==> src/hdl/upts_pkg.sv <==
// Shared types, constants and the toned-vowel lookup for the pinyin tone stripper.
`default_nettype none

package upts_pkg;

  // Command queue between front and back; depth is a power of two.
  localparam int unsigned CmdDepth = 2;
  localparam int unsigned CmdPtrW  = $clog2(CmdDepth);

  localparam int unsigned ToneCount = 24;

  // One unit of work for the back end: one or two bytes to send.
  typedef struct packed {
    logic       two;
    logic [7:0] first;
    logic [7:0] second;
    logic       fin;
  } cmd_t;

  typedef struct packed {
    logic       hit;
    logic [7:0] letter;
  } tone_hit_t;

  localparam logic [15:0] TonePair [ToneCount] = '{
    16'hC481, 16'hC3A1, 16'hC78E, 16'hC3A0,
    16'hC493, 16'hC3A9, 16'hC49B, 16'hC3A8,
    16'hC4AB, 16'hC3AD, 16'hC790, 16'hC3AC,
    16'hC58D, 16'hC3B3, 16'hC792, 16'hC3B2,
    16'hC5AB, 16'hC3BA, 16'hC794, 16'hC3B9,
    16'hC796, 16'hC798, 16'hC79A, 16'hC79C
  };

  localparam logic [7:0] ToneBase [ToneCount] = '{
    8'h61, 8'h61, 8'h61, 8'h61, 8'h65, 8'h65, 8'h65, 8'h65,
    8'h69, 8'h69, 8'h69, 8'h69, 8'h6F, 8'h6F, 8'h6F, 8'h6F,
    8'h75, 8'h75, 8'h75, 8'h75, 8'h76, 8'h76, 8'h76, 8'h76
  };

  // Independent compares against the 24 lead/second pairs.
  function automatic tone_hit_t tone_lookup(input logic [7:0] lead, input logic [7:0] second);
    tone_hit_t res;
    res.hit    = 1'b0;
    res.letter = 8'h00;
    for (int k = 0; k < ToneCount; k++) begin
      if (TonePair[k] == {lead, second}) begin
        res.hit    = 1'b1;
        res.letter = ToneBase[k];
      end
    end
    return res;
  endfunction

endpackage

`default_nettype wire

==> src/hdl/upts_front.sv <==
// Front end: tracks character alignment; input beats become commands, two-byte leads are held.
`default_nettype none

module upts_front import upts_pkg::*; (
  input  wire logic       clk_i,
  input  wire logic       rst_ni,
  input  wire logic       accept_i,
  input  wire logic [7:0] in_byte_i,
  input  wire logic       in_end_i,
  output cmd_t            cmd_o,
  output logic            cmd_push_o
);

  typedef enum logic [1:0] {
    LkSingle,
    LkTwo,
    LkThree,
    LkFour
  } lead_kind_e;

  function automatic lead_kind_e classify(input logic [7:0] b);
    lead_kind_e k;
    if (b[7] == 1'b0) k = LkSingle;
    else if ((b & 8'hE0) == 8'hC0) k = LkTwo;
    else if ((b & 8'hF0) == 8'hE0) k = LkThree;
    else if ((b & 8'hF8) == 8'hF0) k = LkFour;
    else k = LkSingle;  // stray continuation or invalid lead
    return k;
  endfunction

  logic [7:0] held_lead_q, held_lead_d;
  logic       held_valid_q, held_valid_d;
  logic [1:0] pass_q, pass_d;
  tone_hit_t  hit;
  lead_kind_e kind;

  always_comb begin
    hit          = tone_lookup(held_lead_q, in_byte_i);
    kind         = classify(in_byte_i);
    held_lead_d  = held_lead_q;
    held_valid_d = held_valid_q;
    pass_d       = pass_q;
    cmd_push_o   = 1'b0;
    cmd_o.two    = 1'b0;
    cmd_o.first  = in_byte_i;
    cmd_o.second = in_byte_i;
    cmd_o.fin    = in_end_i;
    if (accept_i) begin
      cmd_push_o = 1'b1;
      if (held_valid_q) begin
        if (hit.hit) begin
          cmd_o.first = hit.letter;
        end else begin
          cmd_o.two   = 1'b1;
          cmd_o.first = held_lead_q;
        end
        held_valid_d = 1'b0;
        held_lead_d  = 8'h00;
      end else if (pass_q != 2'd0) begin
        pass_d = pass_q - 2'd1;
      end else begin
        case (kind)
          LkTwo: begin
            if (!in_end_i) begin
              cmd_push_o   = 1'b0;
              held_lead_d  = in_byte_i;
              held_valid_d = 1'b1;
            end
          end
          LkThree: pass_d = 2'd2;
          LkFour:  pass_d = 2'd3;
          default: pass_d = 2'd0;
        endcase
      end
      if (in_end_i) begin
        held_valid_d = 1'b0;
        held_lead_d  = 8'h00;
        pass_d       = 2'd0;
      end
    end
  end

  always_ff @(posedge clk_i or negedge rst_ni) begin
    if (!rst_ni) begin
      held_lead_q  <= 8'h00;
      held_valid_q <= 1'b0;
      pass_q       <= 2'd0;
    end else begin
      held_lead_q  <= held_lead_d;
      held_valid_q <= held_valid_d;
      pass_q       <= pass_d;
    end
  end

`ifndef SYNTHESIS
  a_hold_excl_pass: assert property (@(posedge clk_i) disable iff (!rst_ni)
    !(held_valid_q && (pass_q != 2'd0)))
    else $error("lead held while continuation bytes still pass");
`endif

endmodule

`default_nettype wire

==> src/hdl/upts_cmd_fifo.sv <==
// Short command queue between front and back.
`default_nettype none

module upts_cmd_fifo import upts_pkg::*; (
  input  wire logic clk_i,
  input  wire logic rst_ni,
  input  wire logic push_i,
  input  wire cmd_t cmd_i,
  input  wire logic pop_i,
  output cmd_t      cmd_o,
  output logic      valid_o,
  output logic      full_o
);

  cmd_t               mem_q [CmdDepth];
  logic [CmdPtrW-1:0] wr_ptr_q, rd_ptr_q;
  logic [CmdPtrW:0]   count_q;

  assign valid_o = (count_q != '0);
  assign full_o  = (count_q == (CmdPtrW+1)'(CmdDepth));
  assign cmd_o   = mem_q[rd_ptr_q];

  always_ff @(posedge clk_i) begin
    if (push_i) mem_q[wr_ptr_q] <= cmd_i;
  end

  always_ff @(posedge clk_i or negedge rst_ni) begin
    if (!rst_ni) begin
      wr_ptr_q <= '0;
      rd_ptr_q <= '0;
      count_q  <= '0;
    end else begin
      if (push_i) wr_ptr_q <= wr_ptr_q + 1'b1;
      if (pop_i) rd_ptr_q <= rd_ptr_q + 1'b1;
      if (push_i && !pop_i) count_q <= count_q + 1'b1;
      else if (pop_i && !push_i) count_q <= count_q - 1'b1;
    end
  end

`ifndef SYNTHESIS
  a_no_underflow: assert property (@(posedge clk_i) disable iff (!rst_ni)
    pop_i |-> valid_o)
    else $error("command queue popped while empty");
`endif

endmodule

`default_nettype wire

==> src/hdl/upts_back.sv <==
// Back end: expands commands into output beats held in an output register.
`default_nettype none

module upts_back import upts_pkg::*; (
  input  wire logic       clk_i,
  input  wire logic       rst_ni,
  input  wire cmd_t       cmd_i,
  input  wire logic       cmd_valid_i,
  output logic            cmd_pop_o,
  input  wire logic       pop,
  output logic            empty,
  output logic [7:0]      out_byte_o,
  output logic            run_last_o,
  output logic            string_last_o
);

  logic       out_valid_q, out_valid_d;
  logic [7:0] byte_q, byte_d;
  logic       run_last_q, run_last_d;
  logic       str_last_q, str_last_d;
  logic       phase_q, phase_d;  // high while the second byte of a pair is due
  logic       load;

  assign load = cmd_valid_i && (!out_valid_q || pop);

  always_comb begin
    out_valid_d = out_valid_q;
    byte_d      = byte_q;
    run_last_d  = run_last_q;
    str_last_d  = str_last_q;
    phase_d     = phase_q;
    cmd_pop_o   = 1'b0;
    if (load) begin
      out_valid_d = 1'b1;
      if (phase_q) begin
        byte_d     = cmd_i.second;
        run_last_d = 1'b1;
        str_last_d = cmd_i.fin;
        phase_d    = 1'b0;
        cmd_pop_o  = 1'b1;
      end else begin
        byte_d     = cmd_i.first;
        run_last_d = !cmd_i.two;
        str_last_d = !cmd_i.two && cmd_i.fin;
        phase_d    = cmd_i.two;
        cmd_pop_o  = !cmd_i.two;
      end
    end else if (pop) begin
      out_valid_d = 1'b0;
    end
  end

  always_ff @(posedge clk_i or negedge rst_ni) begin
    if (!rst_ni) begin
      out_valid_q <= 1'b0;
      phase_q     <= 1'b0;
    end else begin
      out_valid_q <= out_valid_d;
      phase_q     <= phase_d;
    end
  end

  always_ff @(posedge clk_i) begin
    byte_q     <= byte_d;
    run_last_q <= run_last_d;
    str_last_q <= str_last_d;
  end

  assign empty         = !out_valid_q;
  assign out_byte_o    = byte_q;
  assign run_last_o    = run_last_q;
  assign string_last_o = str_last_q;

`ifndef SYNTHESIS
  a_pair_pending: assert property (@(posedge clk_i) disable iff (!rst_ni)
    phase_q |-> cmd_valid_i)
    else $error("second byte due but its command left the queue");
`endif

endmodule

`default_nettype wire

==> src/hdl/utf8_pinyin_tone_strip.sv <==
// Top level of the UTF-8 pinyin tone stripper.
//
//   channel | handshake        | payload
//   --------+------------------+----------------------------------------
//   input   | push / full      | in_byte_i, in_end_i
//   result  | empty / pop      | out_byte_o, run_last_o, string_last_o
//
// One input beat per cycle while full is low; each beat yields zero, one or
// two result beats. The result side drains one beat per cycle while pop is
// high, so a mismatched pair's extra result beat is absorbed by the two-entry
// command queue. An accepted beat passes through the command queue and then
// the output register, from which its result is popped. Reset clears
// alignment state, the queue and the output valid flag, not the output data.
// Either side may stall on its own; full rises only when the queue fills.
`default_nettype none

module utf8_pinyin_tone_strip import upts_pkg::*; (
  input  wire logic       clk_i,
  input  wire logic       rst_ni,
  input  wire logic       push,
  output logic            full,
  input  wire logic [7:0] in_byte_i,
  input  wire logic       in_end_i,
  output logic            empty,
  input  wire logic       pop,
  output logic [7:0]      out_byte_o,
  output logic            run_last_o,
  output logic            string_last_o
);

  cmd_t front_cmd, head_cmd;
  logic front_push, head_valid, head_pop, accept;

  assign accept = push && !full;

  upts_front u_front (
    .clk_i      (clk_i),
    .rst_ni     (rst_ni),
    .accept_i   (accept),
    .in_byte_i  (in_byte_i),
    .in_end_i   (in_end_i),
    .cmd_o      (front_cmd),
    .cmd_push_o (front_push)
  );

  upts_cmd_fifo u_fifo (
    .clk_i   (clk_i),
    .rst_ni  (rst_ni),
    .push_i  (front_push),
    .cmd_i   (front_cmd),
    .pop_i   (head_pop),
    .cmd_o   (head_cmd),
    .valid_o (head_valid),
    .full_o  (full)
  );

  upts_back u_back (
    .clk_i         (clk_i),
    .rst_ni        (rst_ni),
    .cmd_i         (head_cmd),
    .cmd_valid_i   (head_valid),
    .cmd_pop_o     (head_pop),
    .pop           (pop),
    .empty         (empty),
    .out_byte_o    (out_byte_o),
    .run_last_o    (run_last_o),
    .string_last_o (string_last_o)
  );

endmodule

`default_nettype wire
==> config.mk <==
export PLATFORM = sky130hd
export DESIGN_NAME = utf8_pinyin_tone_strip
export DESIGN_NICKNAME = d
export VERILOG_FILES = /design/src/hdl/upts_pkg.sv /design/src/hdl/upts_front.sv /design/src/hdl/upts_cmd_fifo.sv /design/src/hdl/upts_back.sv /design/src/hdl/utf8_pinyin_tone_strip.sv
export SDC_FILE = /design/constraint.sdc
export NUM_CORES = 1
export LEC_CHECK = 0
export BUFFER_PORTS_ARGS = -buffer_cell sky130_fd_sc_hd__buf_2
export CAP_MARGIN = 20
export CORE_ASPECT_RATIO = 0.5
export CORE_MARGIN = 4
export CORE_UTILIZATION = 28
export CTS_CLUSTER_SIZE = 28
export DETAILED_ROUTE_END_ITERATION = 8
export HOLD_SLACK_MARGIN = 0.08
export PLACE_DENSITY_LB_ADDON = 0.15
export SYNTH_ARGS = -nofsm -noshare
export SYNTH_HDL_FRONTEND = slang
export SYNTH_HIERARCHICAL = 1
export SYNTH_SLANG_ARGS = --single-unit
==> constraint.sdc <==
create_clock -name clk_i -period 6.4 [get_ports clk_i]
set_input_delay 1.28 -clock clk_i [delete_from_list [all_inputs] [get_ports clk_i]]
set_output_delay 1.28 -clock clk_i [all_outputs]
set_load 0.05 [all_outputs]
==> run summary, run 1 <==
Post-CTS Setup Inserts -> 0
Total CTS buffers -> 9
Syn Nets -> 268
Initial DRC Count -> 164
Cell Area, Synth -> 3300 um2
CTS tree -> built
Multiplexer share of the synthesized area -> 10.7%
FP Rows -> 27
Synth area leader -> edfxtp_1
Wirelength per Cell -> 16.9 um
Placer Congestion -> 0.780
H-tree depth reported by CTS -> 3
Number of flops mapped to enable cells by yosys -> 46
CP Launch Point -> in_byte_i[6]
RSZ-0062 raised after global routing -> no
Fin Setup TNS -> 0 ns
Worst R2R Path Depth -> 8
Mapped Cells -> 254
Post-synth top cells -> edfxtp_1, nor2_1, dfrtp_1, mux2_2, nand2_1
Synth cell types -> 66
Worst Setup EP -> u_fifo/mem_q[1][14]
Startpoint types -> input pin
Final design utilization -> 33.7%
Max-Slew Margin vs Limit -> 32.1%
Hold Crit Class -> flop to flop
Fin Clk Skew -> 0.00579 ns
Main combinational cell family by area after synthesis -> simple AND/OR/NAND/NOR gates
# fillers -> 1091
Die height -> 84.8 um
DR DRC count -> 0
Crit Path Max Fanout -> 11
Post-CTS Resized -> 0
R2r endpoint -> u_fifo/count_q[1]
Core Box Area -> 11200 um2
Fraction of layout cells with a size suffix above 1 -> 30.7%
Leakage -> 0.00142 uW
Crit path DAT -> 3.28 ns
Area delta synth->final -> 14.7%
Area contributors post-synth -> edfxtp_1, dfrtp_1, mux2_2, mux2_4, buf_4
Worst-Skew Late Latency -> 0.33 ns
CP required -> 6.47 ns
Root Driver -> clkbuf_16
Initial antenna violation count -> 0
Final std cells w/o fill -> 433
R2R Path Start -> u_fifo/rd_ptr_q
Final period util -> 50.2%
Multi-input logic area -> 1320 um2
Ant. Diodes -> 0
Adder-cell share of the synthesized area -> 0.379%
FFs w/ async S/R, synth -> 27.0%
Critical path endpoint category -> flop
Yosys top cell area share -> 41.8%
Max-cap violations -> 0
GRT Total Usage -> 11.2%
F_max -> 311 MHz
Primary FF master, synth -> edfxtp_1
Hold Fails Final Rpt -> 0
Post-Place Setup Slack -> 2.86 ns
Final WS setup -> 3.19 ns
Simple-Gate Fraction of Synth Area -> 17.6%
Num ports -> 25
Critical-path top delay cell -> a2111o_1
Layout Nets -> 283
Placed Cells -> 417
#FFs+latches synth -> 63
Die X -> 162 um
Starting Density -> 29.3%
Yosys warning count -> 6
Pre-antenna DRT Iters -> 4
Ordered list of cells on the worst path -> buf_2 > and4b_1 > and3_4 > a32o_1 > a2111o_1 > or2_4 > o32a_1
Vias in the first global route -> 2035
Sequential fraction of the synthesis area -> 54.7%
Vias/cell -> 4.88
Total number of vias -> 2111
Slowest Stage Delay on Critical Path -> 0.45 ns
Status -> completed
Most numerous cell in the Yosys netlist -> edfxtp_1
Post-layout min period -> 3.21 ns
First-pass GRT wire length -> 11700 um
Final antenna-violating net count -> 0
Syn avg cell area -> 13.0 um2
Port Buffers -> 24
Clk pin slew, worst setup/hold paths -> 0.05 ns
Critical Setup Path Class -> input pin to flop
Hold WS -> 0.486 ns
Fin. max-slew vios -> 0
Post-synthesis xor/xnor area fraction -> 1.86%
HPWL Detailed -> 4960 um
Clock buffer depth -> 2
Setup Viol. Count Final -> 0
Post-synthesis compound-gate area fraction -> 9.33%
GR Overflow Total -> 0
Register area -> 1810 um2
Worst vdd ir -> 150 uV
Hold Buf Count CTS -> 0
PD cells -> 444 nW/um2
Pin count of the biggest net entering global routing -> 20
Worst-margin pin slew -> 1.02 ns
Die area -> 13700 um2
Reg2Reg Setup Slack -> 3.72 ns
Clock sinks -> 63
Total wire length -> 7330 um
## layout by cell type (no fill, tap or decap), types with 5 or more instances in the layout
cell type	instances
o21ai_0	5
edfxtp_1	46
clkbuf_16	9
dfrtp_1	17
xor2_1	6
nand4_1	7
nand2_1	11
mux2_2	17
nor2_1	18
buf_2	24
mux2_4	10
a22o_1	5
## final cells by class
type                       instances  share of cell area, %
clock buffer                      10                   6.05
clock inverter                     6                   2.21
inverter                           5                  0.496
multi-input combinational        164                   34.7
sequential                        63                   47.7
tap                              159                   5.25
timing repair buffer              26                   3.57
## logic make-up (layout without fill, tap and decap cells)
logic type      count (synthesis)  in the layout
simple gates                   91             91
compound gates                 37             37
buf+inv                        27             47
fa+ha+maj                       1              1
mux                            28             28
xor+xnor                        7              7
flops                          63             63
## critical path: cells and delay by family
kind	cells	cell delay [ns]
AND/OR/NAND/NOR	3	0.82
buffers and inverters	1	0.20
AO/OA/AOI/OAI	3	0.97
## layer usage
layer | vias to the layer above | global-route usage (%) | part of all wire, %
li1 | 998 | - | -
met3 | 8 | 3.87 | 5.6
met5 | - | 0 | 0
met4 | 0 | 3.48 | 1.4
met2 | 57 | 15.7 | 42
met1 | 1048 | 16.0 | 51
## per-stage QoR
| stage | instance area, um2 | total power [uW] |
|---|---|---|
| CTS | 3790 | 1700 |
| global placement | 3470 | 1180 |
| detailed placement | 3470 | 1180 |
| finish | 3790 | 1680 |
| global route | 3790 | 1770 |
| floorplan | 3300 | 1080 |
## how the worst min path moves through the flow
stage               cells after the start           endpoint               from  slack (ns)
floorplan                               1  u_fifo/count_q[1]  u_fifo/count_q[1]        0.45
finish                                  1    u_fifo/wr_ptr_q    u_fifo/wr_ptr_q        0.49
CTS                                     1    u_fifo/wr_ptr_q    u_fifo/wr_ptr_q        0.49
global placement                        1  u_fifo/count_q[1]  u_fifo/count_q[1]        0.46
detailed placement                      1    u_fifo/wr_ptr_q    u_fifo/wr_ptr_q        0.48
global route                            1    u_fifo/wr_ptr_q    u_fifo/wr_ptr_q        0.49
## sequential cells by signal, indices dropped and copies added (netlist names), 2 cells and up
signal,flops
u_fifo/count_q,2
u_front/pass_q,2
u_back/out_byte_o,8
u_front/held_lead_q,8
u_fifo/mem_q,36
## report_power, final
group	leakage [uW]	switching [uW]	internal, uW
clock network	0.000157	175	340
logic	0.000611	304	198
registers	0.000652	81.9	581
Power figures use the tool's default switching activity.
==> run 2, diff against run 1 <==
- ABC_AREA: not set -> 1
- clock period: 6.4 -> 2.78 ns (I/O delays scaled with it)
==> run 2 against run 1 <==
Via count up 14%. Critical endpoint is now u_fifo/mem_q[0][8]. Clock-buffer cell count up 1. Synthesized area up 2.3%. Largest cell class unchanged. Die area up 2.1%. Largest power group unchanged. Synthesized cell count up 48%.
==> run summary, run 2 <==
FFs w/ async S/R, synth -> 27.0%
Initial antenna violation count -> 0
Sequential fraction of the synthesis area -> 53.5%
H-tree depth reported by CTS -> 3
Clock share of power -> 29.7%
Final antenna-violating net count -> 0
Pin count of the biggest net entering global routing -> 19
Area delta synth->final -> 15.9%
Commonest cells after routing, fill and taps aside -> nand2_1, nor2_1, edfxtp_1
Area post-placement -> 3600 um2
Vias/cell -> 4.22
Post-Place Setup Slack -> 0.262 ns
HPWL Detailed -> 5700 um
Synth cell types -> 29
Cell Area, Synth -> 3380 um2
Hold Buf Count CTS -> 0
Leakage -> 0.00177 uW
RSZ-0062 raised after global routing -> no
Placed Cells -> 555
Clock buffer depth -> 2
FP Rows -> 28
PD cells -> 985 nW/um2
F_max -> 457 MHz
Primary FF master, synth -> edfxtp_1
R2R Path Start -> u_fifo/count_q[1]
First-pass GRT wire length -> 13100 um
Total CTS buffers -> 9
Switching power -> 1370 uW
Multi-input logic area -> 1250 um2
Worst-margin pin slew -> 0.792 ns
Max-Slew Margin vs Limit -> 47.2%
Post-layout min period -> 2.19 ns
Num ports -> 25
Fraction of layout cells with a size suffix above 1 -> 20.2%
Worst R2R Path Depth -> 8
Fin. max-slew vios -> 0
Placer Congestion -> 0.857
CP Launch Point -> u_fifo/count_q[1]
Wirelength per Cell -> 13.8 um
Hold Fails Final Rpt -> 0
# fillers -> 1229
Clk pin slew, worst setup/hold paths -> 0.06 ns
Final WS setup -> 0.592 ns
Sequential power share -> 37.6%
Yosys top cell area share -> 40.9%
Syn Nets -> 391
Total number of vias -> 2408
Crit path DAT -> 2.22 ns
Post-CTS Resized -> 0
Hold Crit Class -> input pin to async pin
CP required -> 2.81 ns
Final Instance Area -> 3910 um2
GR Overflow Total -> 0
Sw Share -> 35.6%
Number of flops mapped to enable cells by yosys -> 46
Commonest non-fill, non-tap cell in the layout -> nand2_1
Die X -> 163 um
Initial DRC Count -> 141
Setup Viol. Count Final -> 0
Most numerous cell in the Yosys netlist -> nand2_1
Port Buffers -> 24
Die height -> 85.7 um
Mapped Cells -> 377
Post-CTS Setup Inserts -> 0
Starting Density -> 28.6%
Post-synth top cells -> nand2_1, nor2_1, edfxtp_1
Reg2Reg Setup Slack -> 0.59 ns
Area contributors post-synth -> edfxtp_1, dfrtp_1, nand2_1, nor2_1, inv_1
DR DRC count -> 0
Die area -> 14000 um2
Fin Setup TNS -> 0 ns
Pre-antenna DRT Iters -> 4
#FFs+latches synth -> 63
Critical Setup Path Class -> flop to flop
Cell internal pwr -> 2480 uW
Syn avg cell area -> 8.96 um2
Status -> completed
Final period util -> 78.7%
Max reg flops -> 36
Ant. Diodes -> 0
Final std cells w/o fill -> 571
Total wire length -> 7870 um
GRT Total Usage -> 12.5%
Max-cap violations -> 0
Clock sinks -> 63
Synth area leader -> edfxtp_1
Combinational share of power -> 32.7%
Worst-Skew Late Latency -> 0.33 ns
CTS tree -> built
Worst vdd ir -> 296 uV
Crit Path Max Fanout -> 10
Reg with most FFs -> u_fifo/mem_q
Startpoint types -> flop
Fin Clk Skew -> 0.00572 ns
R2r endpoint -> u_fifo/mem_q[0][8]
Critical path endpoint category -> flop
Layout Nets -> 415
Vias in the first global route -> 2429
Core Box Area -> 11800 um2
Root Driver -> clkbuf_16
Register area -> 1810 um2
Yosys warning count -> 6
Final design utilization -> 33.1%
## run 2: metal layers
metal | wire length, um | up-vias | track usage, %
met1 | 4140 | 1105 | 17.3
met4 | 120 | 0 | 4.26
met5 | 0 | - | 0
li1 | - | 1257 | -
met3 | 320 | 7 | 4.61
met2 | 3290 | 39 | 18.2
## run 2: worst max path at each step
stage	endpoint	cells past startpoint	slack (ns)
floorplan	u_fifo/mem_q[0][0]	8	0.35
global placement	u_fifo/mem_q[0][7]	9	0.28
global route	u_fifo/mem_q[0][6]	8	0.41
CTS	u_fifo/mem_q[0][7]	8	0.55
detailed placement	u_fifo/mem_q[0][7]	9	0.26
finish	u_fifo/mem_q[0][8]	8	0.59
## run 2: through the flow
step	power, uW	hold slack, ns
floorplan	2480	0.260
global placement	2760	0.459
detailed placement	2750	0.471
CTS	3920	0.176
global route	4090	0.193
finish	3860	0.172
## run 2: power groups by stage
stage / registers [uW] / clock network, uW / logic, uW
floorplan: 1710 / 0 / 772
global placement: 1470 / 0 / 1280
detailed placement: 1470 / 0 / 1280
CTS: 1450 / 1180 / 1280
global route: 1480 / 1230 / 1380
finish: 1450 / 1150 / 1260
## run 2: critical path: stages (launching register included)
cell and delay (ns):
dfrtp_1 0.38, inv_1 0.11, nor2_1 0.08, nor2_2 0.14, o31ai_1 0.08, inv_1 0.14
inv_1 0.05, nor2_1 0.57, buf_4 0.32
## run 2: cell families (layout without fill, tap and decap cells)
group / count (synthesis) / count (layout) / share of synthesized area [%]
mux: 18 / 18 / 7.00
compound gates: 20 / 20 / 3.56
fa+ha+maj: 1 / 1 / 0.370
xor+xnor: 3 / 3 / 0.778
buf+inv: 67 / 96 / 9.48
flops: 63 / 63 / 53.5
simple gates: 205 / 205 / 25.3
## run 2: area by class of cell
| cell class | instances | area share (%) |
|---|---|---|
| inverters | 53 | 5.08 |
| multi-input cells | 247 | 31.9 |
| clock inverters | 5 | 1.44 |
| well taps | 165 | 5.27 |
| flip-flops and latches | 63 | 46.2 |
| repair buffers | 27 | 3.64 |
| clock buffers | 11 | 6.46 |
==> run 3, diff against run 2 <==
- clock period: 2.78 -> 1.9 ns (I/O delays scaled with it)
==> run 3 against run 2 <==
Global-route usage rose by 0.097 points. Critical path depth rose by 5. Clock skew barely moved. Via count rose by 10%. Die area did not move. Critical endpoint is now u_fifo/mem_q[1][11].
==> run summary, run 3 (synthesis gave the netlist of run 2 again) <==
Hold Fails Final Rpt -> 0
Vias/cell -> 4.23
Register area -> 1810 um2
Ant. Diodes -> 0
Commonest cells after routing, fill and taps aside -> nand2_1, buf_4, edfxtp_1
Final antenna-violating net count -> 0
FP Rows -> 28
Slowest Stage Delay on Critical Path -> 0.41 ns
Clk pin slew, worst setup/hold paths -> 0.06 ns
Reg with most FFs -> u_fifo/mem_q
Critical-path top delay cell -> dfrtp_1
Hold path start -> in_end_i
RSZ-0062 raised after global routing -> yes
Die height -> 85.7 um
Commonest non-fill, non-tap cell in the layout -> nand2_1
HPWL Detailed -> 6250 um
Num ports -> 25
Max reg flops -> 36
Critical Setup Path Class -> flop to flop
Ordered list of cells on the worst path -> inv_1 > nand2_2 > nor2_4 > buf_4 > nand3_1 > nor2_2 > nor2_4 > nand2_2 > nor2_4 > nand2_4 > nand3_1 > nand3_2 > nand2_2
Crit Path Max Fanout -> 4
Worst Path Buf+Inv -> 2
First-pass GRT wire length -> 13400 um
Setup Viol. Count Final -> 0
Total number of vias -> 2659
Crit path DAT -> 1.86 ns
H-tree depth reported by CTS -> 3
Pre-antenna DRT Iters -> 4
Worst vdd ir -> 623 uV
Post-layout min period -> 1.79 ns
GR Overflow Total -> 0
Leakage -> 0.00210 uW
Final std cells w/o fill -> 628
Clock sinks -> 63
Die area -> 14000 um2
Root Driver -> clkbuf_16
Pin count of the biggest net entering global routing -> 19
CTS tree -> built
Port Buffers -> 24
Starting Density -> 28.6%
Status -> completed
Fin Clk Skew -> 0.00542 ns
Vias in the first global route -> 2577
Core Box Area -> 11800 um2
GRT Total Usage -> 12.6%
CP Launch Point -> u_front/held_lead_q[5]
Die X -> 163 um
Initial antenna violation count -> 0
Layout Nets -> 472
Total wire length -> 8230 um
Clock buffer depth -> 2
Largest delay contributor family on the critical path -> simple AND/OR/NAND/NOR gates
Fraction of layout cells with a size suffix above 1 -> 38.2%
Max-cap violations -> 0
PD cells -> 1290 nW/um2
# fillers -> 1202
DR DRC count -> 0
R2R Path Start -> u_front/held_lead_q[5]
Worst-Skew Late Latency -> 0.33 ns
Fin. max-slew vios -> 0
Total CTS buffers -> 9
Max-Slew Margin vs Limit -> 69.6%
Placed Cells -> 607
Worst-margin pin slew -> 0.455 ns
Final design utilization -> 38.2%
F_max -> 560 MHz
Startpoint types -> flop
Final period util -> 94.0%
Multi-input logic area -> 1400 um2
Initial DRC Count -> 95
CP required -> 1.98 ns
Placer Congestion -> 0.899
Hold Crit Class -> input pin to flop
Fin Setup TNS -> 0 ns
Critical path endpoint category -> flop
Wirelength per Cell -> 13.1 um
Area delta synth->final -> 33.7%
Total chip power -> 5820 uW
-- run 3: timing repair --
| item | CTS | global route |
|---|---|---|
| hold buffers | 1 | 0 |
| setup buffers | 0 | 4 |
| endpoints found under the setup margin | 0 | 35 |
| endpoints found under the hold margin | 17 | 0 |
| gates resized for setup | 0 | 48 |
-- run 3: worst paths after layout --
kind	endpoint	slack, ns	cells after the start
setup / recovery	u_fifo/mem_q[1][11]	0.11	13
hold / removal	u_fifo/mem_q[0][0]	0.33	1
setup reg to reg	u_fifo/mem_q[1][11]	0.11	13
hold reg to reg	u_fifo/count_q[1]	0.48	2
max in group asynchronous	u_fifo/wr_ptr_q	1.05	2
min in group asynchronous	u_front/held_lead_q[6]	0.53	2
-- run 3: area by class of cell --
| class | count | share of cell area [%] |
|---|---|---|
| repair buffers | 84 | 13.4 |
| clock inverters | 7 | 1.61 |
| flip-flops and latches | 63 | 40.0 |
| clock buffers | 9 | 4.99 |
| inverters | 53 | 4.46 |
| well taps | 165 | 4.57 |
| multi-input cells | 247 | 31.0 |
-- run 3: power by group --
| group | leakage (uW) | switching (uW) | total [uW] | internal, uW |
|---|---|---|---|---|
| logic | 0.00130 | 1350 | 2090 | 739 |
| registers | 0.000656 | 125 | 2090 | 1970 |
| clock network | 0.000143 | 621 | 1640 | 1020 |
| total | 0.00210 | 2090 | 5820 | 3720 |
-- run 3: per-layer routing --
layer | wire length [um] | global-route usage, %
met5 | 0 | 0
met3 | 328 | 3.46
met2 | 3590 | 18.8
met4 | 118 | 4.34
met1 | 4180 | 17.8
-- run 3: metrics by stage --
step	hold WS (ns)	cell area, um2	worst slack [ns]
after floorplan	0.0844	3390	0.0132
after global placement	0.360	4020	-0.0322
after detailed placement	0.357	4020	-0.0214
after CTS	0.315	4330	0.00599
after global routing	0.326	4520	-0.0112
final	0.326	4520	0.115
-- run 3: worst register-to-register path, cell delays in order (launching register included) --
cell	delay, ns
dfrtp_1	0.41
inv_1	0.08
nand2_2	0.06
nor2_4	0.16
buf_4	0.14
nand3_1	0.08
nor2_2	0.15
nor2_4	0.05
nand2_2	0.07
nor2_4	0.05
nand2_4	0.07
nand3_1	0.08
nand3_2	0.08
nand2_2	0.06
